===== src/hdl/linear_to_srgb_encode_macros.svh =====
// assertion shorthands for the sRGB encoder
// used by the files that carry concurrent checks; no other dependencies
`ifndef LINEAR_TO_SRGB_ENCODE_MACROS_SVH
`define LINEAR_TO_SRGB_ENCODE_MACROS_SVH

// same-cycle implication, disabled while reset is held
`define L2S_ASSERT_IMP(label, clk, rst_n, ante, cons, msg) \
    label: assert property (@(posedge clk) disable iff (!rst_n) (ante) |-> (cons)) \
        else $error(msg);

// next-cycle implication, disabled while reset is held
`define L2S_ASSERT_NXT(label, clk, rst_n, ante, cons, msg) \
    label: assert property (@(posedge clk) disable iff (!rst_n) (ante) |=> (cons)) \
        else $error(msg);

`endif


===== src/hdl/l2s_pkg.sv =====
// shared widths and arithmetic constants for the linear to sRGB encoder
// no dependencies
`timescale 1ns / 1ps

package l2s_pkg;

    localparam int LANES_DEF = 4;
    localparam int IN_W      = 16;
    localparam int OUT_W     = 22;
    localparam int LEAD_W    = 4;
    localparam int STAGES    = 12;

    // input conditioning and linear segment
    localparam logic [IN_W-1:0]  SAT_ONE    = 16'd32768;
    localparam logic [IN_W-1:0]  LINE_LIMIT = 16'd102;
    localparam logic [30:0]      LINE_GAIN  = 31'd13494682;

    // log2 polynomial, Q5.23 result
    localparam logic [28:0]        LOG_C3 = 29'd10184;
    localparam logic signed [32:0] LOG_C2 = 33'sd1230540898;
    localparam logic signed [33:0] LOG_C1 = 34'sd1521822479;
    localparam logic [32:0]        LOG_C0 = 33'd778821;

    localparam logic [27:0] CURVE_OFFSET = 28'd15280658;

    // exp2 polynomial on the top 15 fraction bits
    localparam logic [30:0] EXP_C3 = 31'd10366;
    localparam logic [30:0] EXP_C2 = 31'd964355891;
    localparam logic [30:0] EXP_C1 = 31'd747760043;

    // output scaling: value * 2^14 = mant * 2^(ex - EXP_BIAS)
    localparam logic [4:0]  EXP_BIAS = 5'd9;
    localparam logic [4:0]  EXP_MAX  = 5'd20;

    localparam logic signed [35:0] SRGB_SUB  = 36'sd229786;
    localparam logic signed [35:0] OUT_MAX_S = 36'sd4194303;
    localparam logic [OUT_W-1:0]   OUT_MAX   = 22'h3FFFFF;

endpackage


===== src/hdl/l2s_lane.sv =====
// one encoder lane: twelve-stage datapath from UQ1.15 linear to UQ8.14 sRGB
// depends on l2s_pkg; stage enables come from the top-level valid chain
`timescale 1ns / 1ps

module l2s_lane (
    input  logic                        i_clk,
    input  logic [l2s_pkg::STAGES-1:0]  i_en,
    input  logic [l2s_pkg::IN_W-1:0]    i_linear,
    output logic [l2s_pkg::OUT_W-1:0]   o_srgb
);
    import l2s_pkg::*;

    // combinational terms
    logic [IN_W-1:0]     w_v;
    logic [LEAD_W-1:0]   w_lead;
    logic [IN_W-1:0]     w_frac;
    logic [IN_W-1:0]     w_norm;
    logic [28:0]         w_p1;
    logic signed [32:0]  w_a1;
    logic signed [31:0]  w_p2;
    logic signed [33:0]  w_a2;
    logic [31:0]         w_p3;
    logic [32:0]         w_a3;
    logic [29:0]         w_q1;
    logic [29:0]         w_q3;
    logic [29:0]         w_q6;
    logic [30:0]         w_p7;
    logic [30:0]         w_p8;
    logic [31:0]         w_p9;
    logic [31:0]         w_z3;
    logic [4:0]          w_exc;
    logic [3:0]          w_sh;
    logic [23:0]         w_q;
    logic [23:0]         w_rem;
    logic [23:0]         w_half;
    logic                w_up;
    logic signed [35:0]  w_diff;
    logic [OUT_W-1:0]    w_curve;

    // next values
    logic                n0_line;
    logic [6:0]          n0_v7;
    logic [LEAD_W-1:0]   n0_lead;
    logic [14:0]         n0_m;
    logic signed [15:0]  n1_y1;
    logic [OUT_W-1:0]    n1_lin;
    logic [16:0]         n2_y2;
    logic [27:0]         n3_log;
    logic [29:0]         n4_q;
    logic [29:0]         n5_q;
    logic [27:0]         n6_x;
    logic [13:0]         n7_z1;
    logic [15:0]         n8_z2;
    logic [23:0]         n9_mant;
    logic [34:0]         n10_r;
    logic [OUT_W-1:0]    n11_out;

    // stage registers
    logic [10:0]         r_line;
    logic [OUT_W-1:0]    r_lin [1:10];
    logic [6:0]          r0_v7;
    logic [LEAD_W-1:0]   r0_lead, r1_lead, r2_lead;
    logic [14:0]         r0_m, r1_m, r2_m;
    logic signed [15:0]  r1_y1;
    logic [16:0]         r2_y2;
    logic [27:0]         r3_log, r4_log, r5_log;
    logic [29:0]         r4_q, r5_q;
    logic [27:0]         r6_x;
    logic [14:0]         r7_m2, r8_m2;
    logic [4:0]          r7_ex, r8_ex, r9_ex;
    logic [13:0]         r7_z1;
    logic [15:0]         r8_z2;
    logic [23:0]         r9_mant;
    logic [34:0]         r10_r;
    logic [OUT_W-1:0]    r11_out;

    always_comb begin
        // saturate, pick segment, find the leading one and normalize
        w_v     = (i_linear > SAT_ONE) ? SAT_ONE : i_linear;
        n0_line = (w_v <= LINE_LIMIT);
        n0_v7   = w_v[6:0];
        w_lead  = '0;
        for (int b = 0; b < IN_W; b++) begin
            if (w_v[b]) begin
                w_lead = LEAD_W'(b);
            end
        end
        w_frac  = w_v & ~(16'd1 << w_lead);
        w_norm  = w_frac << (4'd15 - w_lead);
        n0_lead = w_lead;
        n0_m    = w_norm[14:0];

        // log2 polynomial, one product per stage
        w_p1   = 29'(r0_m) * LOG_C3;
        w_a1   = $signed({4'b0, w_p1}) - LOG_C2;
        n1_y1  = 16'(w_a1 >>> 16);
        n1_lin = OUT_W'((31'(r0_v7) * LINE_GAIN) >> 13);

        w_p2   = 32'(r1_y1) * $signed({17'b0, r1_m});
        w_a2   = 34'(w_p2) + LOG_C1;
        n2_y2  = 17'(w_a2 >>> 15);

        w_p3   = 32'(r2_y2) * 32'(r2_m);
        w_a3   = 33'(w_p3) + LOG_C0;
        n3_log = {1'b0, r2_lead, 23'd0} + 28'(w_a3 >> 7);

        // shift-add divide by 2.4, split over three stages
        w_q1 = 30'(r3_log) + 30'(r3_log >> 2);
        n4_q = w_q1 + (w_q1 >> 4);
        w_q3 = r4_q + (r4_q >> 8);
        n5_q = w_q3 + (w_q3 >> 16);
        w_q6 = (r5_q >> 1) + 30'(r5_log);
        n6_x = 28'(w_q6 >> 2) + CURVE_OFFSET;

        // exp2 polynomial on the fraction
        w_p7    = 31'(r6_x[22:8]) * EXP_C3;
        n7_z1   = 14'((w_p7 + EXP_C2) >> 17);
        w_p8    = 31'(r7_z1) * 31'(r7_m2);
        n8_z2   = 16'((w_p8 + EXP_C1) >> 15);
        w_p9    = 32'(r8_z2) * 32'(r8_m2);
        w_z3    = w_p9 >> 7;
        n9_mant = {1'b1, w_z3[22:0]};

        // scale to UQ21.14, round half to even when bits drop out
        w_exc  = (r9_ex > EXP_MAX) ? EXP_MAX : r9_ex;
        w_sh   = '0;
        w_q    = '0;
        w_rem  = '0;
        w_half = '0;
        w_up   = 1'b0;
        if (w_exc < EXP_BIAS) begin
            w_sh   = 4'(EXP_BIAS - w_exc);
            w_q    = r9_mant >> w_sh;
            w_rem  = r9_mant & ((24'd1 << w_sh) - 24'd1);
            w_half = 24'd1 << (w_sh - 4'd1);
            w_up   = (w_rem > w_half) || ((w_rem == w_half) && w_q[0]);
            n10_r  = 35'(w_q) + 35'(w_up);
        end else begin
            n10_r  = 35'(r9_mant) << (w_exc - EXP_BIAS);
        end

        // offset, clamp and segment select
        w_diff = $signed({1'b0, r10_r}) - SRGB_SUB;
        if (w_diff < 0) begin
            w_curve = '0;
        end else if (w_diff > OUT_MAX_S) begin
            w_curve = OUT_MAX;
        end else begin
            w_curve = w_diff[OUT_W-1:0];
        end
        n11_out = r_line[10] ? r_lin[10] : w_curve;
    end

    always_ff @(posedge i_clk) begin
        if (i_en[0]) begin
            r_line[0] <= n0_line;
            r0_v7     <= n0_v7;
            r0_lead   <= n0_lead;
            r0_m      <= n0_m;
        end
        for (int k = 1; k <= 10; k++) begin
            if (i_en[k]) begin
                r_line[k] <= r_line[k-1];
            end
        end
        if (i_en[1]) begin
            r_lin[1] <= n1_lin;
            r1_y1    <= n1_y1;
            r1_lead  <= r0_lead;
            r1_m     <= r0_m;
        end
        for (int k = 2; k <= 10; k++) begin
            if (i_en[k]) begin
                r_lin[k] <= r_lin[k-1];
            end
        end
        if (i_en[2]) begin
            r2_y2   <= n2_y2;
            r2_lead <= r1_lead;
            r2_m    <= r1_m;
        end
        if (i_en[3]) begin
            r3_log <= n3_log;
        end
        if (i_en[4]) begin
            r4_q   <= n4_q;
            r4_log <= r3_log;
        end
        if (i_en[5]) begin
            r5_q   <= n5_q;
            r5_log <= r4_log;
        end
        if (i_en[6]) begin
            r6_x <= n6_x;
        end
        if (i_en[7]) begin
            r7_z1 <= n7_z1;
            r7_m2 <= r6_x[22:8];
            r7_ex <= r6_x[27:23];
        end
        if (i_en[8]) begin
            r8_z2 <= n8_z2;
            r8_m2 <= r7_m2;
            r8_ex <= r7_ex;
        end
        if (i_en[9]) begin
            r9_mant <= n9_mant;
            r9_ex   <= r8_ex;
        end
        if (i_en[10]) begin
            r10_r <= n10_r;
        end
        if (i_en[11]) begin
            r11_out <= n11_out;
        end
    end

    assign o_srgb = r11_out;

endmodule


===== config.mk =====
export PLATFORM = sky130hd
export DESIGN_NAME = l2s_lane
export DESIGN_NICKNAME = d
export VERILOG_FILES = /design/src/hdl/linear_to_srgb_encode_macros.svh /design/src/hdl/l2s_pkg.sv /design/src/hdl/l2s_lane.sv
export SDC_FILE = /design/constraint.sdc
export NUM_CORES = 2
export LEC_CHECK = 0
export ABC_AREA = 1
export CORE_MARGIN = 5
export CORE_UTILIZATION = 55
export CTS_CLUSTER_DIAMETER = 30
export DETAILED_ROUTE_END_ITERATION = 6
export DONT_BUFFER_PORTS = 1
export GPL_ROUTABILITY_DRIVEN = 0
export PLACE_DENSITY = 0.81
export SETUP_SLACK_MARGIN = 0.1
export SKIP_LAST_GASP = 1
export SLEW_MARGIN = 20
export SYNTH_ARGS = -nofsm -noshare
export SYNTH_HDL_FRONTEND = slang
export SYNTH_SLANG_ARGS = --single-unit

===== constraint.sdc =====
create_clock -name i_clk -period 6.8 [get_ports i_clk]
set_input_delay 1.02 -clock i_clk [delete_from_list [all_inputs] [get_ports i_clk]]
set_output_delay 1.02 -clock i_clk [all_outputs]
set_load 0.1 [all_outputs]

-- Word level (Yosys, flattened, before mapping)
Memory sizes are Yosys's and may differ from the RTL's.
Index checks and enable logic that the tools add are counted.
- logic and storage cells: 123
- memories: 1
- ROM bits: 0
- register bits after elaboration: 435
- latch bits: 0
- input port bits: 29
- RAM bits: 220
- output and inout port bits: 22
- memory list (name ; depth ; width ; rd ports ; clocked after memory_dff ; write ports ; line ; RTL):
    r_lin ; 10 ; 22 ; 10 ; 0 ; 10 ; l2s_lane.sv:60 ; logic [OUT_W-1:0] r_lin [1:10];
- $mul: 7
- add/sub/neg operators: 19
- div/mod/pow operators: 0
- reductions and logical operators: 2
- multiplexer cells: 41
- eq/ne operators: 1
- bitwise logic cells: 3
- magnitude comparators: 7
- shifts and indexed selects: 6
- operators by type and width (cell ; count):
    22-bit two-way mux ; 3
    29-bit by 30-bit adder with 31-bit output, second input constant ; 2
    1-bit by 4-bit left shift with 24-bit output, first input constant ; 2
    36-bit by 23-bit greater-than comparator with 1-bit output, second input constant ; 1
    36-bit by 1-bit < comparator with 1-bit output, second input constant ; 1
    35-bit by 18-bit subtractor with 36-bit output, second input constant ; 1
    35-bit two-way mux ; 1
    24-bit by 5-bit left shift with 35-bit output ; 1
    32-bit by 20-bit adder with 33-bit output, second input constant ; 1
    32-bit adder, second input constant ; 1
    16-bit by 16-bit multiplier with 32-bit output ; 1
    17-bit by 15-bit multiplier with 32-bit output ; 1
    4-bit two-way mux ; 8
    29-bit by 31-bit subtractor with 32-bit output, second input constant ; 1
    29-bit by 25-bit adder with 30-bit output ; 1
    29-bit by 28-bit adder with 30-bit output ; 1
    30-bit by 14-bit adder with 30-bit output ; 1
    30-bit by 22-bit adder with 30-bit output ; 1
    16-bit by 15-bit multiplier with 30-bit output ; 1
    7-bit by 23-bit multiplier with 30-bit output, second input constant ; 1
    28-bit by 26-bit adder with 29-bit output ; 1
    14-bit by 15-bit multiplier with 29-bit output ; 1
    27-bit by 26-bit adder with 28-bit output ; 1
    28-bit by 24-bit adder with 28-bit output, second input constant ; 1
    other kinds (26) ; 51

-- Logic depth before layout (Yosys ltp)
- word-level depth: 21
- depth in mapped cells: 40
- mapped depth without buffers: 39

-- Worst setup path before layout
OpenSTA, ideal clock, no wires.
- kind: register -> register
- start point: register r2_m[1]
- end point: register r3_log[25], data pin
- setup slack: -116 ps
- setup time: 259 ps
- clock period less this slack: 6916 ps
- cell stages (with the launch flop): 29
- path buffers: 2
- data required time: 6541 ps
- arrival: 6657 ps
- cell sequence: edfxtp_1 clkbuf_1 clkbuf_1 nand2_1 fa_1 fa_1 inv_1 fa_1 fa_1 fa_1 inv_1 fa_1 inv_1 ha_1 nand2_1 nor4_1 nand3_1 nand3_1 nand3_1 nand2_1 a21boi_0 o21ai_0 nand3_1 nand2_1 a21oi_1 xor2_1 ha_1 fa_1 xor2_1
- longest elaborated chain between the ends: 3
- ends and longest elaborated chain (item ; line ; RTL):
    from (decl) ; l2s_lane.sv:63 ; logic [14:0] r0_m, r1_m, r2_m;
    from (signal assigned) ; l2s_lane.sv:180 ; r2_m <= r1_m;
    17-bit by 15-bit multiplier with 32-bit output ; l2s_lane.sv:103 ; w_p3 = 32'(r2_y2) * 32'(r2_m);
    32-bit by 20-bit adder with 33-bit output ; l2s_lane.sv:104 ; w_a3 = 33'(w_p3) + LOG_C0;
    27-bit by 26-bit adder with 28-bit output ; l2s_lane.sv:105 ; n3_log = {1'b0, r2_lead, 23'd0} + 28'(w_a3 >> 7);
    named net n3_log[25] ; l2s_lane.sv:48 ; logic [27:0] n3_log;
    to (signal assigned) ; l2s_lane.sv:183 ; r3_log <= n3_log;
    to (decl) ; l2s_lane.sv:66 ; logic [27:0] r3_log, r4_log, r5_log;
The timed path passes the listed nets, and every way through them passes these cells.
A chain may end at the register's enable or synchronous reset.

-- Final worst setup path
- start point: register r2_m[5]
- end point: register r3_log[24], data pin
The elaborated chain is that of the path after synthesis.

==> results_dict.tcl <==
set metrics [dict create \
    via_count 58530 \
    grt_setup_unrepaired "yes" \
    core_um2 133500 \
    fin_nets 10160 \
    synthAdderAreaFrac_pct 39.82 \
    crit_fanout 3 \
    antenna_found_initial 2 \
    worstMarginPinSlew_ps 1029 \
    synth_ff_type "edfxtp_1" \
    hold_viol_final 0 \
    die_x_um 376.5 \
    hp-class "input port to flip-flop" \
    outcome "complete, but fails checks" \
    first_pass_iters 7 \
    portBuffers 0 \
    drcViolationCount 0 \
    drv_cap 0 \
    cts-root-buf "clkbuf_16" \
    multi_input_area_um2 48180 \
    vias_per_cell 5.718 \
    seq_area_um2 18170 \
    synth_compound_area_share_pct 6.696 \
    startpoint "r2_m[5]" \
    cp_slowest_cell "fa_1" \
    hp-start "i_en[11]" \
    cts_tree "built" \
    clk_path_buf_depth 3 \
    fp.dieH_um 376.5 \
    syn_inst 8191 \
    synth_area_um2 73880 \
    maxSlewViolCount 0 \
    htreeDepth 3 \
    drive_gt1_share_pct 8.151 \
    drtAntennaViolNets 0 \
    clk_latency_ps 750 \
    cp-start-kind "flip-flop" \
    synth_xor_area_share_pct 4.105 \
    ys_ff_latch 605 \
    cp.required_ps 7270 \
    post_drt_wl_per_cell_um 18.83 \
    synthSimpleGateAreaFrac_pct 13.77 \
    worst_slack_ps -321.9 \
    setup_viol 4 \
    die-area_um2 141800 \
    grt_max_degree 78 \
    drt_wl_total_mm 192.7 \
    clock-sinks 605 \
    yosysWarnings 0 \
    r2r_slack_ps -320 \
    grt_usage_pct 26.97 \
    critPathKind "flip-flop to flip-flop" \
    max_slew_margin_pct 31.58 \
    slowest_delay_ps 540 \
    synth_top_family_by_area "adder cells" \
    overflow 0 \
    end_kind "flip-flop" \
    nFillCells 9913 \
    async_flop_share_pct 0 \
    ioPinCount 51 \
    dp_hpwl_mm 142.3 \
    cts_hold_buf 0 \
    avgSynthCellArea_um2 9.020 \
    worst_r2r_startpoint "r2_m[5]" \
    synthMuxAreaShare_pct 0.2845 \
    instances_no_fill 10240 \
    grt_pass1_wl_mm 310.1 \
    skew_ps 102.2 \
    fmax_ghz 0.1404 \
    start_util_pct 55.36 \
    numCtsBuffers 114 \
    drtIter0Drc 6068 \
    layout_min_cycle_time_ps 7122 \
    min_period_over_period_pct 104.7 \
    area_growth_pct 10.89 \
    cp_data_arrival_time_ps 7590 \
    grt_pass1_vias 61370 \
    place_inst 9943 \
    rows 134 \
    ys_types 84 \
    clk_pin_slew_ps 60 \
    violations "setup timing" \
    synth_edf_count 605 \
    ys_seq_area_share_pct 24.59 \
]
-- timing repair --
item	4_1_cts	5_1_grt
buffers inserted	39	38
resized for setup	66	53
endpoints found under the setup margin	4	40
hold endpoints to repair	0	0
pin swaps	59	26
-- critical path: cells and delay by family (launching register included) --
kind,cells,cell delay [ps]
DFF,1,470
and+or+nand+nor,8,750
adders and majority gates,8,3660
AOI/OAI and AO/OA,6,980
buffers and inverters,8,780
xor gates and xnor gates,1,250
-- cell type report --
cell class / count / share of cell area [%]
clock buffers: 118 / 3.526
flip-flops and latches: 605 / 22.18
well taps: 1768 / 2.700
clock inverters: 98 / 1.512
diodes: 2 / 0.006109
repair buffers: 270 / 2.688
inverters: 1869 / 8.576
multi-input cells: 5505 / 58.82
-- flip-flops by register name, summed over array words and instances (netlist names), 16 cells and up --
name / cells
r_lin: 180
r10_r: 35
r4_q: 30
r4_log: 28
r6_x: 20
r3_log: 28
r2_y2: 17
r9_mant: 23
r5_log: 28
r5_q: 29
o_srgb: 22
r8_z2: 16
-- through the flow --
stage / TNS, ps / instance area [µm²] / hold WS (ps) / utilization [%] / setup slack, ps
2_1_floorplan: 0 / 73910 / 400.3 / - / 105.5
3_3_place_gp: 0 / 76710 / 400.4 / 57.48 / 24.49
3_5_place_dp: -663.3 / 76710 / 404.5 / 57.48 / -264.3
4_1_cts: 0 / 81420 / 324.5 / 61.01 / 24.91
5_1_grt: -1683 / 81920 / 327.6 / 61.38 / -441.4
6_report: -1221 / 81920 / 360.3 / 61.39 / -321.9
-- synthesized netlist by cell type, types with 16 or more instances --
master	count	share of area [%]
or2_2	16	0.14
edfxtp_1	605	25
inv_1	1839	9.3
o211ai_1	28	0.28
nand2_1	1798	9.1
a21o_1	18	0.18
nand2_2	16	0.14
xor2_1	236	2.8
a21oi_1	348	2.4
ha_1	799	14
fa_1	970	26
o21a_1	18	0.18
o21ai_2	19	0.23
nand3_1	174	1.2
a31oi_1	16	0.14
nor3_1	45	0.30
o21ai_0	234	1.6
clkbuf_1	181	0.92
xnor2_1	101	1.2
nand4_1	50	0.42
mux2i_1	21	0.28
o21ai_1	76	0.51
inv_2	24	0.12
nor2_1	343	1.7
-- final timing paths --
check,depth (start not counted),to
min,0,o_srgb[2]
max reg2reg,31,r3_log[24]
min reg2reg,0,r8_ex[4]
max,31,r3_log[24]
-- kinds of logic after synthesis --
kind of cell / after synthesis
AO/OA/AOI/OAI: 864
XOR/XNOR: 342
adder cells (fa/ha/maj): 1769
buffers and inverters: 2082
flip-flops: 605
multiplexers: 21
other: 1
AND/OR/NAND/NOR: 2507
-- layer usage --
layer / wire, µm / global-route usage (%)
met1: 68810 / 32.68
met2: 93900 / 46.08
met3: 17800 / 5.058
met4: 12240 / 14.01
met5: 0 / 0
-- layout by cell type, fill, tap and decap left out, types with 18 or more instances in the layout --
cell type and n:
o211ai_1 28, nand2_2 30, ha_1 787, clkbuf_16 115
buf_4 239, a21oi_1 339, nand3_1 168, o21ai_1 77
mux2i_1 21, o21ai_0 231, nor2_1 342, a21o_1 18
xnor2_1 101, xor2_1 235, o21a_1 18, nand2_1 1781
inv_2 36, clkinvlp_4 18, o21ai_2 21, nor3_1 44
nand4_1 50, buf_6 22, fa_1 964, edfxtp_1 605
inv_1 1826
Power is left out: the tool's default activity adds up to more than one toggle a clock period on the data nets, which glitch-free logic cannot reach.
