<file path="src/hdl/linear_to_srgb_encode_macros.svh">
// assertion shorthands for the sRGB encoder
// used by the files that carry concurrent checks; no other dependencies
`ifndef LINEAR_TO_SRGB_ENCODE_MACROS_SVH
`define LINEAR_TO_SRGB_ENCODE_MACROS_SVH

// same-cycle implication, disabled while reset is held
`define L2S_ASSERT_IMP(label, clk, rst_n, ante, cons, msg) \
    label: assert property (@(posedge clk) disable iff (!rst_n) (ante) |-> (cons)) \
        else $error(msg);

// next-cycle implication, disabled while reset is held
`define L2S_ASSERT_NXT(label, clk, rst_n, ante, cons, msg) \
    label: assert property (@(posedge clk) disable iff (!rst_n) (ante) |=> (cons)) \
        else $error(msg);

`endif

</file>
<file path="src/hdl/l2s_pkg.sv">
// shared widths and arithmetic constants for the linear to sRGB encoder
// no dependencies
`timescale 1ns / 1ps

package l2s_pkg;

    localparam int LANES_DEF = 4;
    localparam int IN_W      = 16;
    localparam int OUT_W     = 22;
    localparam int LEAD_W    = 4;
    localparam int STAGES    = 12;

    // input conditioning and linear segment
    localparam logic [IN_W-1:0]  SAT_ONE    = 16'd32768;
    localparam logic [IN_W-1:0]  LINE_LIMIT = 16'd102;
    localparam logic [30:0]      LINE_GAIN  = 31'd13494682;

    // log2 polynomial, Q5.23 result
    localparam logic [28:0]        LOG_C3 = 29'd10184;
    localparam logic signed [32:0] LOG_C2 = 33'sd1230540898;
    localparam logic signed [33:0] LOG_C1 = 34'sd1521822479;
    localparam logic [32:0]        LOG_C0 = 33'd778821;

    localparam logic [27:0] CURVE_OFFSET = 28'd15280658;

    // exp2 polynomial on the top 15 fraction bits
    localparam logic [30:0] EXP_C3 = 31'd10366;
    localparam logic [30:0] EXP_C2 = 31'd964355891;
    localparam logic [30:0] EXP_C1 = 31'd747760043;

    // output scaling: value * 2^14 = mant * 2^(ex - EXP_BIAS)
    localparam logic [4:0]  EXP_BIAS = 5'd9;
    localparam logic [4:0]  EXP_MAX  = 5'd20;

    localparam logic signed [35:0] SRGB_SUB  = 36'sd229786;
    localparam logic signed [35:0] OUT_MAX_S = 36'sd4194303;
    localparam logic [OUT_W-1:0]   OUT_MAX   = 22'h3FFFFF;

endpackage

</file>
<file path="src/hdl/l2s_if.sv">


interface l2s_out_if #(
    parameter int LANES = l2s_pkg::LANES_DEF
) ();
    import l2s_pkg::*;

    logic                    valid;
    logic                    ready;
    logic [LANES*OUT_W-1:0]  srgb;

    modport source (output valid, output srgb, input ready);
    modport sink   (input valid, input srgb, output ready);
endinterface

</file>
<file path="src/hdl/l2s_merge.sv">
// merges the lane results into one output transfer behind a skid register
// depends on l2s_pkg, l2s_if and the assertion macro header
`timescale 1ns / 1ps
`include "linear_to_srgb_encode_macros.svh"

module l2s_merge #(
    parameter int LANES = l2s_pkg::LANES_DEF
) (
    input  logic                       i_clk,
    input  logic                       i_rst_n,
    input  logic                       i_valid,
    output logic                       o_ready,
    input  logic [l2s_pkg::OUT_W-1:0]  i_srgb [LANES],
    l2s_out_if.source                  o_out
);
    import l2s_pkg::*;

    logic [LANES*OUT_W-1:0] w_pack;
    logic                   w_up;
    logic                   r_out_vld;
    logic                   r_skid_vld;
    logic [LANES*OUT_W-1:0] r_out;
    logic [LANES*OUT_W-1:0] r_skid;

    always_comb begin
        for (int k = 0; k < LANES; k++) begin
            w_pack[k*OUT_W +: OUT_W] = i_srgb[k];
        end
    end

    // upstream ready is a register, so the receiver's ready never reaches the pipeline
    assign o_ready = !r_skid_vld;
    assign w_up    = i_valid && o_ready;

    always_ff @(posedge i_clk) begin
        if (!i_rst_n) begin
            r_out_vld  <= 1'b0;
            r_skid_vld <= 1'b0;
        end else if (!r_out_vld || o_out.ready) begin
            if (r_skid_vld) begin
                r_out_vld  <= 1'b1;
                r_skid_vld <= 1'b0;
            end else begin
                r_out_vld  <= w_up;
            end
        end else if (w_up) begin
            r_skid_vld <= 1'b1;
        end
    end

    always_ff @(posedge i_clk) begin
        if (!r_out_vld || o_out.ready) begin
            if (r_skid_vld) begin
                r_out <= r_skid;
            end else if (w_up) begin
                r_out <= w_pack;
            end
        end else if (w_up) begin
            r_skid <= w_pack;
        end
    end

    assign o_out.valid = r_out_vld;
    assign o_out.srgb  = r_out;

    `L2S_ASSERT_IMP(a_skid_behind_out, i_clk, i_rst_n, r_skid_vld, r_out_vld, "skid full with output register empty")
    `L2S_ASSERT_NXT(a_skid_drains, i_clk, i_rst_n, r_skid_vld && o_out.ready, r_out_vld && !r_skid_vld, "skid did not drain on transfer")
    `L2S_ASSERT_NXT(a_stall_captures, i_clk, i_rst_n, r_out_vld && !o_out.ready && w_up, r_skid_vld, "result lost while output stalled")

endmodule

</file>
<file path="src/flat_wrapper.sv">
// flat-port wrapper written by rule: the top's interface ports become plain ports
module l2s_merge_flat import l2s_pkg::*;
#(
    parameter int LANES = l2s_pkg::LANES_DEF
)
  (i_clk, i_rst_n, i_valid, o_ready, i_srgb, o_out_valid, o_out_srgb, o_out_ready);
  l2s_out_if #(.LANES(LANES)) o_out_i ();
  input  logic i_clk;
  input  logic i_rst_n;
  input  logic i_valid;
  output logic o_ready;
  input  logic [l2s_pkg::OUT_W-1:0] i_srgb[LANES];
  output wire logic [$bits(o_out_i.valid)-1:0] o_out_valid;
  output wire logic [$bits(o_out_i.srgb)-1:0] o_out_srgb;
  input wire logic [$bits(o_out_i.ready)-1:0] o_out_ready;
  assign o_out_valid = o_out_i.valid;
  assign o_out_srgb = o_out_i.srgb;
  assign o_out_i.ready = o_out_ready;
  l2s_merge #(.LANES(LANES)) u_core (.i_clk(i_clk), .i_rst_n(i_rst_n), .i_valid(i_valid), .o_ready(o_ready), .i_srgb(i_srgb), .o_out(o_out_i));
endmodule
</file>
<file path="config.mk">
export PLATFORM = sky130hd
export DESIGN_NAME = l2s_merge_flat
export DESIGN_NICKNAME = d
export VERILOG_FILES = /design/src/hdl/l2s_pkg.sv /design/src/hdl/l2s_if.sv /design/src/hdl/l2s_merge.sv /design/src/flat_wrapper.sv
export VERILOG_INCLUDE_DIRS = /design/src /design/src/hdl
export SDC_FILE = /design/constraint.sdc
export NUM_CORES = 1
export LEC_CHECK = 0
export BUFFER_PORTS_ARGS = -buffer_cell sky130_fd_sc_hd__buf_2
export CAP_MARGIN = 20
export CORE_UTILIZATION = 52
export CTS_CLUSTER_DIAMETER = 80
export DETAILED_ROUTE_END_ITERATION = 16
export PLACE_DENSITY_LB_ADDON = 0.25
export SYNTH_ARGS = -nofsm -noshare
export SYNTH_HDL_FRONTEND = slang
export SYNTH_SLANG_ARGS = --single-unit
</file>
<file path="constraint.sdc">
create_clock -name i_clk -period 10.2 [get_ports i_clk]
set_input_delay 2.04 -clock i_clk [delete_from_list [all_inputs] [get_ports i_clk]]
set_output_delay 2.04 -clock i_clk [all_outputs]
set_load 0.03 [all_outputs]
</file>
; ---- Yosys cells after proc, flatten, opt, wreduce, memory -nomap -nowiden
; Index checks and enable logic that the tools add are counted.
[totals]
in_bits = 92
output_inout_bits = 90
reg_bits = 178
elab_cells = 17
[classes]
n_reduce_logical = 8
n_bitwise = 2
n_mux = 3
[ops]
columns = operator, n
row1 = $mux W88, 2
row2 = $reduce_and A2 Y1, 2
row3 = $logic_not A1 Y1, 2
row4 = $not A1 Y1, 2
row5 = $reduce_bool A2 Y1, 1
row6 = $reduce_or A2 Y1, 1
row7 = $logic_and A1 B1 Y1, 1
row8 = $logic_or A1 B1 Y1, 1
row9 = $mux W1, 1

; ---- Logic depth before layout (Yosys ltp)
; Gate-level depths: netlist of run 1.
[depth]
depth_word = 4
mapped_depth = 4
ltp_nobuf = 2

; ---- Least setup slack after synthesis of run 1
; Ideal clock, no wire load.
[synth_timing]
path_type = in2reg
start = input o_out_ready
end = register u_core.r_skid[0] (enable)
path_buffers = 0
path_stages = 2
path_slack_ns = 0.841
setup_ns = 0.661
t_arrival_ns = 8.698
required_time_ns = 9.539
cell_sequence = nand2b_1 > nor3b_1
[synth_via]
elab_chain_cells = 3
[synth_rtl]
columns = element, line
row1 = start: declaration, flat_wrapper.sv:15  ; input wire logic [$bits(o_out_i.ready)-1:0] o_out_ready;
row2 = $logic_or A1 B1 Y1, l2s_merge.sv:52  ; if (!r_out_vld || o_out.ready) begin
row3 = $not A1 Y1 (no source line), n/a
row4 = $reduce_and A2 Y1 (no source line), n/a
row5 = end signal: assignment, l2s_merge.sv:59  ; r_skid <= w_pack;
row6 = end: declaration, l2s_merge.sv:23  ; logic [LANES*OUT_W-1:0] r_skid;
; No other way between the ends.
; A chain may end at the register's enable or synchronous reset.

; ---- Final worst setup path of run 1
[layout_timing]
start = register u_core.r_skid_vld
end = output o_ready
[layout_via]
elab_chain_cells = 1
[layout_rtl]
columns = element, line
row1 = start: declaration, l2s_merge.sv:21  ; logic r_skid_vld;
row2 = start signal: assignment, l2s_merge.sv:38  ; r_skid_vld <= 1'b0;
row3 = start signal: assignment, l2s_merge.sv:42  ; r_skid_vld <= 1'b0;
row4 = start signal: assignment, l2s_merge.sv:47  ; r_skid_vld <= 1'b1;
row5 = $logic_not A1 Y1, l2s_merge.sv:32  ; assign o_ready = !r_skid_vld;
row6 = end: declaration, flat_wrapper.sv:11  ; output logic o_ready;
; No other way between the ends.

==> summary.md, run 1 <==
| Metric | Value |
|---|---|
| Status | finished, final reports clean |
| Worst endpoint required time | around 8.2 ns |
| Die Y | 115.8 microns |
| Proportion of netlist area held by the largest area contributor | 78.48% |
| Fillers | 889 |
| Share of layout cells above drive strength 1 | 60.69% |
| Post-Syn Instances | 283 |
| Asr flop ratio synth | 0% |
| Min-delay src | u_core.r_skid[78] |
| Antenna diodes | 0 |
| Yosys reg bits | 178 |
| CTS tree | built |
| CTS buffer count | 17 |
| CP Launch Type | flop |
| Adder-cell share of the synthesized area | 0% |
| Post-Route Skew | 0.005553 ns |
| Fmax | 272.0 MHz |
| Minimum clock period | 3.676 ns |
| Worst Setup SP | u_core.r_skid_vld |
| Final Instance Area | around 8500 sq um |
| Setup TNS | 0 ns |
| Seq/Total Area, Yosys | 79.08% |
| Max transition margin | 40.14% |
| I/O Buffers | 181 |
| Xor/xnor cell area share of the yosys netlist | 0% |
| Detailed router's first-iteration violation count | 177 |
| Final period utilization | a little over a third |
| Peak supply drop | 0.0001658 V |
| First-pass GRT wire length | roughly 17 mm |
| Root Driver | clkbuf_16 |
| Syn avg cell area | 23.79 sq um |
| Clk buf depth | 2 |
| Pwr Density | about 200 nW/um^2 |
| Dpl cell area | 7795 sq um |
| Pwr Total | between 1.5 and 2 mW |
| Setup bufs post-CTS | 0 |
| WS Path Type | reg -> out |
| Commonest cells in the netlist | edfxtp_1, mux2_4, mux2_2 |
| DRC | 0 |
| P_leak | 3.287 nW |
| Area delta synth->final | 25.79% |
| Initial antenna violation count | 0 |
| RD Place Congestion | 0.7220 |
| Final setup margin | 6.524 ns |
| Max-cap violation count | 0 |
| Pre-antenna DRT Iters | 5 |
| Via-per-instance ratio | roughly 5 |
| CTS resizes | 0 |
| Area leader, netlist | edfxtp_1 |
| Worst Max-Slew Pin Slew | 0.8980 ns |
| Boundary pin count | 182 |
| WL/cell | 17.04 microns |
| Detailed Route WL | 11.30 mm |
| Largest net degree at the start of global routing | 89 |
| Mapped Area | 6734 sq um |
| DIE AREA | around 13000 sq um |
| Routed Antenna Nets | 0 |
| Primary FF master, synth | edfxtp_1 |
| Hold Crit Class | reg -> reg |
| Worst R2R Start | u_core.r_skid_vld |
| Top post-synthesis cells by area | edfxtp_1, mux2_4, mux2_2 |
| Simple-Gate Fraction of Synth Area | less than 1% |
| Post-synth net total | 375 |
| Grt ovf | 0 |
| Top-count cell post-synth | edfxtp_1 |
| Critical path data arrival time | 1.64 ns |
| Mux cell area share after synthesis | 18.62% |
| Reg clk slew, reported paths | ~0.060 ns |
| RSZ-0062 raised after global routing | no |
| Slew Limit Fails | 0 |
| Clk sinks | 178 |
| Worst slack at placement | 6.403 ns |
| Post-synth EDFFs | 176 |
| Main combinational cell family by area after synthesis | multiplexers |
| Nets | 570 |
| Post-synthesis cell type count | 14 |
| Placed wire-length estimate | 7.052 mm |
| H-tree Lvls | 4 |
| Synth warn | 0 |
| Final Hold Fails | 0 |
| Core ar. | 12620 sq um |
| Starting Density | between 50% and 60% |
| Vias in the first global route | approximately 3.1k |
| Via count | 3274 |
| Clock latency on the worst-skew pair | between 0.4 and 0.5 ns |
| CP endpoint kind | output port |
| FP Rows | 41 |
| Die width | roughly 120 microns |
| Final setup fails | 0 |
| Crit Path Max Fanout | 51 |
| Post-synthesis compound-gate area fraction | 0.2230% |
| Total track usage | between 10% and 20% |
| CTS Hold Bufs | 0 |
## per-layer routing
| metal | GRT usage (%) | share of wire [%] | vias to the layer above | routed length, microns |
|---|---|---|---|---|
| li1 | - | - | 1524 | - |
| met1 | 23.32 | 42 | 1601 | 4770 |
| met2 | 26.43 | 48 | 131 | 5410 |
| met3 | 6.015 | 7.7 | 18 | 865 |
| met4 | 8.632 | 2.2 | 0 | 250 |
| met5 | 0 | 0 | - | 0 |
## per-stage QoR
step | std cells | util [%] | hold WS (ns)
2_1_floorplan | 283 | - | 0.5083
3_3_place_gp | 630 | 61.77 | 0.5155
3_5_place_dp | 630 | 61.77 | 0.5305
4_1_cts | 662 | 66.90 | 0.5383
5_1_grt | 663 | 67.12 | 0.5566
6_report | 663 | 67.12 | 0.5331
## layout make-up
type                    instances  area [sq um]  area share, %
well taps                     172         215.2          2.541
flip-flops and latches        178          5329          62.91
clock buffers                  20         436.7          5.155
multi-input cells              94          1311          15.48
inverters                       1         3.754        0.04431
repair buffers                186         963.4          11.37
clock inverters                12         211.5          2.496
## critical path, cell delays in order, from the launching register on
cell and delay [ns]:
dfxtp_4 0.92, inv_1 0.08, buf_2 0.20
## path summary, 6_finish.rpt
path / slack, ns / depth (start not counted) / endpoint
worst min register to register: 0.53 / 1 / u_core.o_out.srgb[78]
worst max-delay path: 6.52 / 2 / o_ready
worst min-delay path: 0.53 / 1 / u_core.o_out.srgb[78]
worst max register to register: 7.80 / 2 / u_core.o_out.srgb[83]
## cells by family (layout without fill, tap and decap cells)
group / after synthesis / count (layout)
buffers and inverters: 11 / 219
flip-flops: 178 / 178
AND/OR/NAND/NOR: 4 / 4
multiplexers: 88 / 88
AO/OA/AOI/OAI: 2 / 2
## flip-flops by register name (all words and copies together), names as in the netlist
| name | flops |
|---|---|
| u_core.r_skid | 88 |
| u_core.o_out.valid | 1 |
| u_core.o_out.srgb | 88 |
| u_core.r_skid_vld | 1 |
## layout by cell type, fill, tap and decap left out, types with 2 or more instances in the layout
cell        instances
buf_2             181
buf_4               4
bufinv_16           6
clkbuf_1            3
clkbuf_16          17
clkinv_1            3
clkinvlp_4          2
edfxtp_1          176
mux2_1              6
mux2_2             12
mux2_4             70
nor3b_2             2
## power by group
part / total (mW) / switching, mW / leakage [nW] / internal (mW)
combinational: 0.147 / 0.0892 / 1.31 / 0.0575
clock: 0.708 / 0.252 / 0.307 / 0.456
sequential: 0.855 / 0.0103 / 1.67 / 0.844
Note: power is estimated with default switching activity, not from simulation.
==> inputs of run 2 (changes only) <==
- clock period: 10.2 -> 3.65 ns (I/O delays scaled with it)
==> run 2 against run 1 <==
  * Die area unchanged
  * Critical path type unchanged
  * Combinational power increased to 2.8 times the previous value
  * First-iteration DRC count increased by 6.8%
  * Critical endpoint unchanged
  * Critical path depth unchanged
  * Flip-flop and latch count unchanged
  * Via count decreased by 1.9%
  * Largest cell class unchanged
  * Total power increased to 2.8 times the previous value
  * Sequential power increased to 2.8 times the previous value
  * Non-clock buffer count unchanged
  * Largest power group unchanged
  * Clock skew about the same
  * Count of clock-buffer cells in the layout unchanged
==> summary.md, run 2 (synthesized netlist as in run 1, its figures left out) <==
| Metric | Value |
|---|---|
| Final Instance Area | 8461 sq um (was 8471 sq um) |
| DIE AREA | 13410 sq um (unchanged) |
| Die width | 115.8 microns (unchanged) |
| Crit Path Max Fanout | 35 (was 51) |
| Grt met2 use | 28.61% (was 26.43%) |
| P_leak | 3.282 nW (was 3.287 nW) |
| Worst Max-Slew Pin Slew | 0.6346 ns (was 0.8980 ns) |
| Placed cells | 631 (was 630) |
| Met1 Usage GRT | 21.28% (was 23.32%) |
| Die Y | 115.8 microns (unchanged) |
| RSZ-0062 raised after global routing | no (unchanged) |
| Placed wire-length estimate | 7.695 mm (was 7.052 mm) |
| CTS Hold Bufs | 0 (unchanged) |
| GR met3 Demand/Resource | 6.590% (was 6.015%) |
| Core ar. | 12620 sq um (unchanged) |
| Starting Density | 53.36% (unchanged) |
| Post-Route Skew | 0.005342 ns (was 0.005553 ns) |
| Slew Limit Fails | 0 (unchanged) |
| Worst endpoint required time | 2.92 ns (was 8.16 ns) |
| Clk sinks | 178 (unchanged) |
| Pwr Density | 557.3 nW/um^2 (was 201.8 nW/um^2) |
| Pwr Total | 4.715 mW (was 1.709 mW) |
| Critical path data arrival time | 1.44 ns (was 1.64 ns) |
| Reg clk slew, reported paths | 0.06 ns (about the same) |
| Nets | 570 (unchanged) |
| Clock latency on the worst-skew pair | 0.42 ns (about the same) |
| Setup bufs post-CTS | 0 (unchanged) |
| GRT busiest layer | met2 (unchanged) |
| Status | finished, final reports clean (unchanged) |
| Clock Power Share | 40.6% (was 41.4%) |
| Most common cell after layout, fill and taps aside | buf_2 (unchanged) |
| Net Sw Frac | 20.99% (was 20.55%) |
| Worst slack at placement | 1.374 ns (was 6.403 ns) |
| Initial antenna violation count | 0 (unchanged) |
| Routed Antenna Nets | 0 (unchanged) |
| Grt ovf | 0 (unchanged) |
| Final period utilization | 59.34% |
| Minimum clock period | 2.166 ns |
| Boundary pin count | 182 (unchanged) |
| Pint | 3.725 mW (was 1.358 mW) |
| Detailed Route WL | 11.54 mm (was 11.30 mm) |
| Hold Crit Class | in -> reg (was reg -> reg) |
| RD Place Congestion | 0.7344 (was 0.7220) |
| WL/cell | 17.41 microns (was 17.04 microns) |
| Peak supply drop | 0.0002915 V (was 0.0001658 V) |
| CTS tree | built (unchanged) |
| Area delta synth->final | 25.64% (was 25.79%) |
| WS Path Type | reg -> out (unchanged) |
| First-pass GRT wire length | 17.06 mm (was 16.98 mm) |
| Dpl cell area | 7836 sq um (was 7795 sq um) |
| Setup TNS | 0 ns (unchanged) |
| Pre-antenna DRT Iters | 4 (was 5) |
| CTS resizes | 0 (unchanged) |
| DRC | 0 (unchanged) |
| Clk buf depth | 2 (unchanged) |
| Most frequent cells in the layout | buf_2, edfxtp_1, mux2_4 (unchanged) |
| Max transition margin | 57.69% (was 40.14%) |
| Antenna diodes | 0 (unchanged) |
| CP endpoint kind | output port (unchanged) |
| Final setup margin | 1.484 ns (was 6.524 ns) |
| H-tree Lvls | 4 (unchanged) |
| CTS buffer count | 17 (unchanged) |
| CP Launch Type | flop (unchanged) |
| Share of layout cells above drive strength 1 | 60.90% (was 60.69%) |
| Root Driver | clkbuf_16 (unchanged) |
| I/O Buffers | 181 (unchanged) |
| Fmax | approximately 460 MHz |
| Final setup fails | 0 (unchanged) |
| Combinational share of power | 8.8% (was 8.6%) |
| Detailed router's first-iteration violation count | 189 (was 177) |
| Reported net switching power | 0.9896 mW (was 0.3511 mW) |
| Max-cap violation count | 0 (unchanged) |
| Final non-filler cell total | 663 (unchanged) |
| Largest net degree at the start of global routing | 69 (was 89) |
| Vias in the first global route | 3159 (was 3140) |
| Final Hold Fails | 0 (unchanged) |
| Sequential power share | 50.6% (was 50.0%) |
| Total track usage | 17.90% (was 17.68%) |
| Via count | 3212 (was 3274) |
| FP Rows | 41 (unchanged) |
| Via-per-instance ratio | 4.845 (was 4.938) |
| Fillers | 887 (was 889) |
[run 2: power groups by stage]
stage	clock network, mW	registers (mW)	logic (mW)
after floorplan	0	2.57	0.127
after global placement	0	2.43	0.407
after detailed placement	0	2.43	0.419
after CTS	1.95	2.39	0.420
after global routing	2.02	2.39	0.439
final	1.92	2.39	0.414
[run 2: worst max-delay path: stages, from the launching register on]
cell	delay [ns]
dfxtp_4	0.73
inv_1	0.07
buf_2	0.19
[run 2: path summary, 6_finish.rpt]
kind	startpoint	cells after the start	slack, ns	endpoint
setup / recovery	u_core.r_skid_vld	2	1.48	o_ready
hold / removal	i_srgb[14]	1	0.50	u_core.r_skid[80]
setup reg to reg	u_core.r_skid_vld	2	1.57	u_core.o_out.srgb[55]
hold reg to reg	u_core.r_skid[80]	1	0.54	u_core.o_out.srgb[80]
[run 2: layout make-up]
class	instances	area, sq um	share of cell area (%)
flip-flops and latches	178	5329	62.98
multi-input cells	94	1320	15.60
repair buffers	186	968.4	11.45
clock buffers	20	436.7	5.161
well taps	172	215.2	2.544
clock inverters	12	187.7	2.218
inverters	1	3.754	0.04437
[run 2: per-layer routing]
layer / part of all wire, % / vias to the layer above
met1: 41 / 1567
li1: - / 1520
met4: 2.4 / 0
met2: 50 / 104
met5: 0 / -
met3: 6.7 / 21
[run 2: per-stage QoR]
step	hold WS [ns]	utilization, %
final	0.4982	67.04
after global routing	0.4739	67.04
after CTS	0.4764	67.04
after detailed placement	0.5258	62.10
after global placement	0.5153	62.10
after floorplan	0.5083	-
==> inputs of run 3 (changes only) <==
- clock period: 3.65 -> 2.25 ns (I/O delays scaled with it)
==> run 3 against run 2 <==
  * Worst setup slack got worse by 0.88 ns
  * Via count up 1.6%
  * Total power rose by 61%
  * Sequential share of layout area is 0.36 points lower
  * Flip-flop and latch count did not move
  * Sequential power increased by 62%
  * Count of clock-buffer cells in the layout fell by 3
  * Die area unchanged
  * Global-route usage down 0.13 points
  * Critical path depth stayed put
  * Core utilization up 0.40 points
  * Largest cell class unchanged
  * Largest power group unchanged
==> summary.md, run 3 (synthesized netlist as in run 1, its figures left out) <==
| Metric | Value |
|---|---|
| Hold Path End | u_core.r_skid[66] (was u_core.r_skid[80]) |
| Detailed router's first-iteration violation count | 261 (was 189) |
| Total track usage | 17.76% (was 17.90%) |
| Boundary pin count | 182 (unchanged) |
| Worst slack at placement | 0.5596 ns (was 1.374 ns) |
| Placed wire-length estimate | 7.559 mm (was 7.695 mm) |
| Peak supply drop | 0.0005782 V (was 0.0002915 V) |
| Worst path cell trace | inv_1, buf_2 (unchanged) |
| Most common cell after layout, fill and taps aside | buf_2 (unchanged) |
| Reg clk slew, reported paths | 0.06 ns (about the same) |
| Root Driver | clkbuf_16 (unchanged) |
| CP Launch Type | flop (unchanged) |
| Core ar. | 12620 sq um (unchanged) |
| P_leak | 3.298 nW (was 3.282 nW) |
| CTS buffer count | 17 (unchanged) |
| Crit Path Max Fanout | 17 (was 35) |
| Post-Route Skew | 0.004320 ns (was 0.005342 ns) |
| Clock latency on the worst-skew pair | 0.42 ns (about the same) |
| Final non-filler cell total | 665 (was 663) |
| Final Hold Fails | 0 (unchanged) |
| Fmax | 607.6 MHz |
| Die width | 115.8 microns (unchanged) |
| FP Rows | 41 (unchanged) |
| Status | finished, final reports clean (unchanged) |
| I/O Buffers | 181 (unchanged) |
| Max transition margin | 72.07% (was 57.69%) |
| Initial antenna violation count | 1 (was 0) |
| Worst Max-Slew Pin Slew | 0.4190 ns (was 0.6346 ns) |
| Worst endpoint required time | 1.80 ns (was 2.92 ns) |
| Largest net degree at the start of global routing | 57 (was 69) |
| DIE AREA | 13410 sq um (unchanged) |
| Vias in the first global route | 3222 (was 3159) |
| Hold path cells | 1 (unchanged) |
| Via count | 3264 (was 3212) |
| Setup TNS | 0 ns (unchanged) |
| WL/cell | 17.23 microns (was 17.41 microns) |
| Util after Layout | 67.44% (was 67.04%) |
| Final setup fails | 0 (unchanged) |
| Worst R2R Start | u_core.r_skid_vld (unchanged) |
| Most frequent cells in the layout | buf_2, edfxtp_1, mux2_4 (unchanged) |
| Via-per-instance ratio | 4.908 (was 4.845) |
| Pre-antenna DRT Iters | 4 (unchanged) |
| CTS resizes | 0 (unchanged) |
| CTS Hold Bufs | 0 (unchanged) |
| Crit-path max cell delay | 0.53 ns (was 0.73 ns) |
| Minimum clock period | 1.646 ns |
| RD Place Congestion | 0.7111 (was 0.7344) |
| Final period utilization | 73.15% |
| Critical path data arrival time | 1.20 ns (was 1.44 ns) |
| WS Path Type | reg -> out (unchanged) |
| Min-delay src | i_srgb[0] (was i_srgb[14]) |
| CTS tree | built (unchanged) |
| Antenna diodes | 0 (unchanged) |
| First-pass GRT wire length | 16.94 mm (was 17.06 mm) |
| CP max-delay cell | dfxtp_4 (unchanged) |
| DRC | 0 (unchanged) |
| Clk sinks | 178 (unchanged) |
| Die Y | 115.8 microns (unchanged) |
| CP endpoint kind | output port (unchanged) |
| Clk buf depth | 2 (unchanged) |
| Nets | 572 (was 570) |
| Starting Density | 53.36% (unchanged) |
| Area delta synth->final | 26.38% (was 25.64%) |
| H-tree Lvls | 4 (unchanged) |
| R2R cell count | 2 (unchanged) |
| Final setup margin | 0.6041 ns (was 1.484 ns) |
| Share of layout cells above drive strength 1 | 61.87% (was 60.90%) |
| RSZ-0062 raised after global routing | no (unchanged) |
| Slew Limit Fails | 0 (unchanged) |
| Hold Crit Class | in -> reg (unchanged) |
| Pwr Density | 891.2 nW/um^2 (was 557.3 nW/um^2) |
| Max-cap violation count | 0 (unchanged) |
| Placed cells | 633 (was 631) |
| Detailed Route WL | 11.46 mm (was 11.54 mm) |
| Routed Antenna Nets | 0 (unchanged) |
| Setup bufs post-CTS | 0 (unchanged) |
| Grt ovf | 0 (unchanged) |
| RR Endpoint | u_core.o_out.srgb[3] (was u_core.o_out.srgb[55]) |
| R2R Setup Slk | 0.65 ns (was 1.57 ns) |
run 3: changes by cell type in the layout (fill, tap and decap cells not counted), sizes merged:
cell      delta
clkbuf       -3
clkinv       +1
buf          +2
bufinv       -1
clkinvlp     +2
inv          +1
run 3: final cells by class:
class | count | area [sq um]
Clock inverter | 15 | 190.2
Multi-Input combinational cell | 94 | 1325
Clock buffer | 17 | 425.4
Sequential cell | 178 | 5330
Timing Repair Buffer | 188 | 1021
Fill cell | 883 | 4109
Tap cell | 172 | 215.2
Inverter | 1 | 3.754
run 3: per-layer routing:
layer	global-route usage, %	part of all wire [%]	routed length [microns]
met1	21.79	43	4874
met2	27.46	48	5506
met3	7.688	8.0	919
met4	7.949	1.4	158
met5	0	0	0
run 3: critical path: cells and delay by family, from the launching register on:
kind | cells | cell delay (ns)
buffers and inverters | 2 | 0.24
flip-flops | 1 | 0.53
run 3: how the worst max path moves through the flow:
| stage | from | end | slack [ns] | cells past startpoint |
|---|---|---|---|---|
| 4_1_cts | u_core.r_skid_vld | o_ready | 0.58 | 2 |
| 2_1_floorplan | o_out_ready | u_core.r_skid[0] | -1.04 | 2 |
| 3_3_place_gp | o_out_ready | u_core.r_skid[11] | 0.59 | 4 |
| 5_1_grt | u_core.r_skid_vld | o_ready | 0.56 | 2 |
| 6_report | u_core.r_skid_vld | o_ready | 0.60 | 2 |
| 3_5_place_dp | o_out_ready | u_core.r_skid[11] | 0.56 | 4 |
run 3: stage by stage:
step                cell area [sq um]  power, mW  hold slack (ns)
finish                           8511      7.585           0.2135
global route                     8511      7.822           0.1900
CTS                              8511      7.660           0.1941
detailed placement               7895      4.629           0.5092
global placement                 7895      4.609           0.4943
floorplan                        6754      4.378           0.5083
run 3: power by group:
part	leakage [nW]	internal, mW	switching [mW]
Sequential	1.67	3.83	0.0409
Combinational	1.34	0.269	0.415
Clock	0.292	1.85	1.19
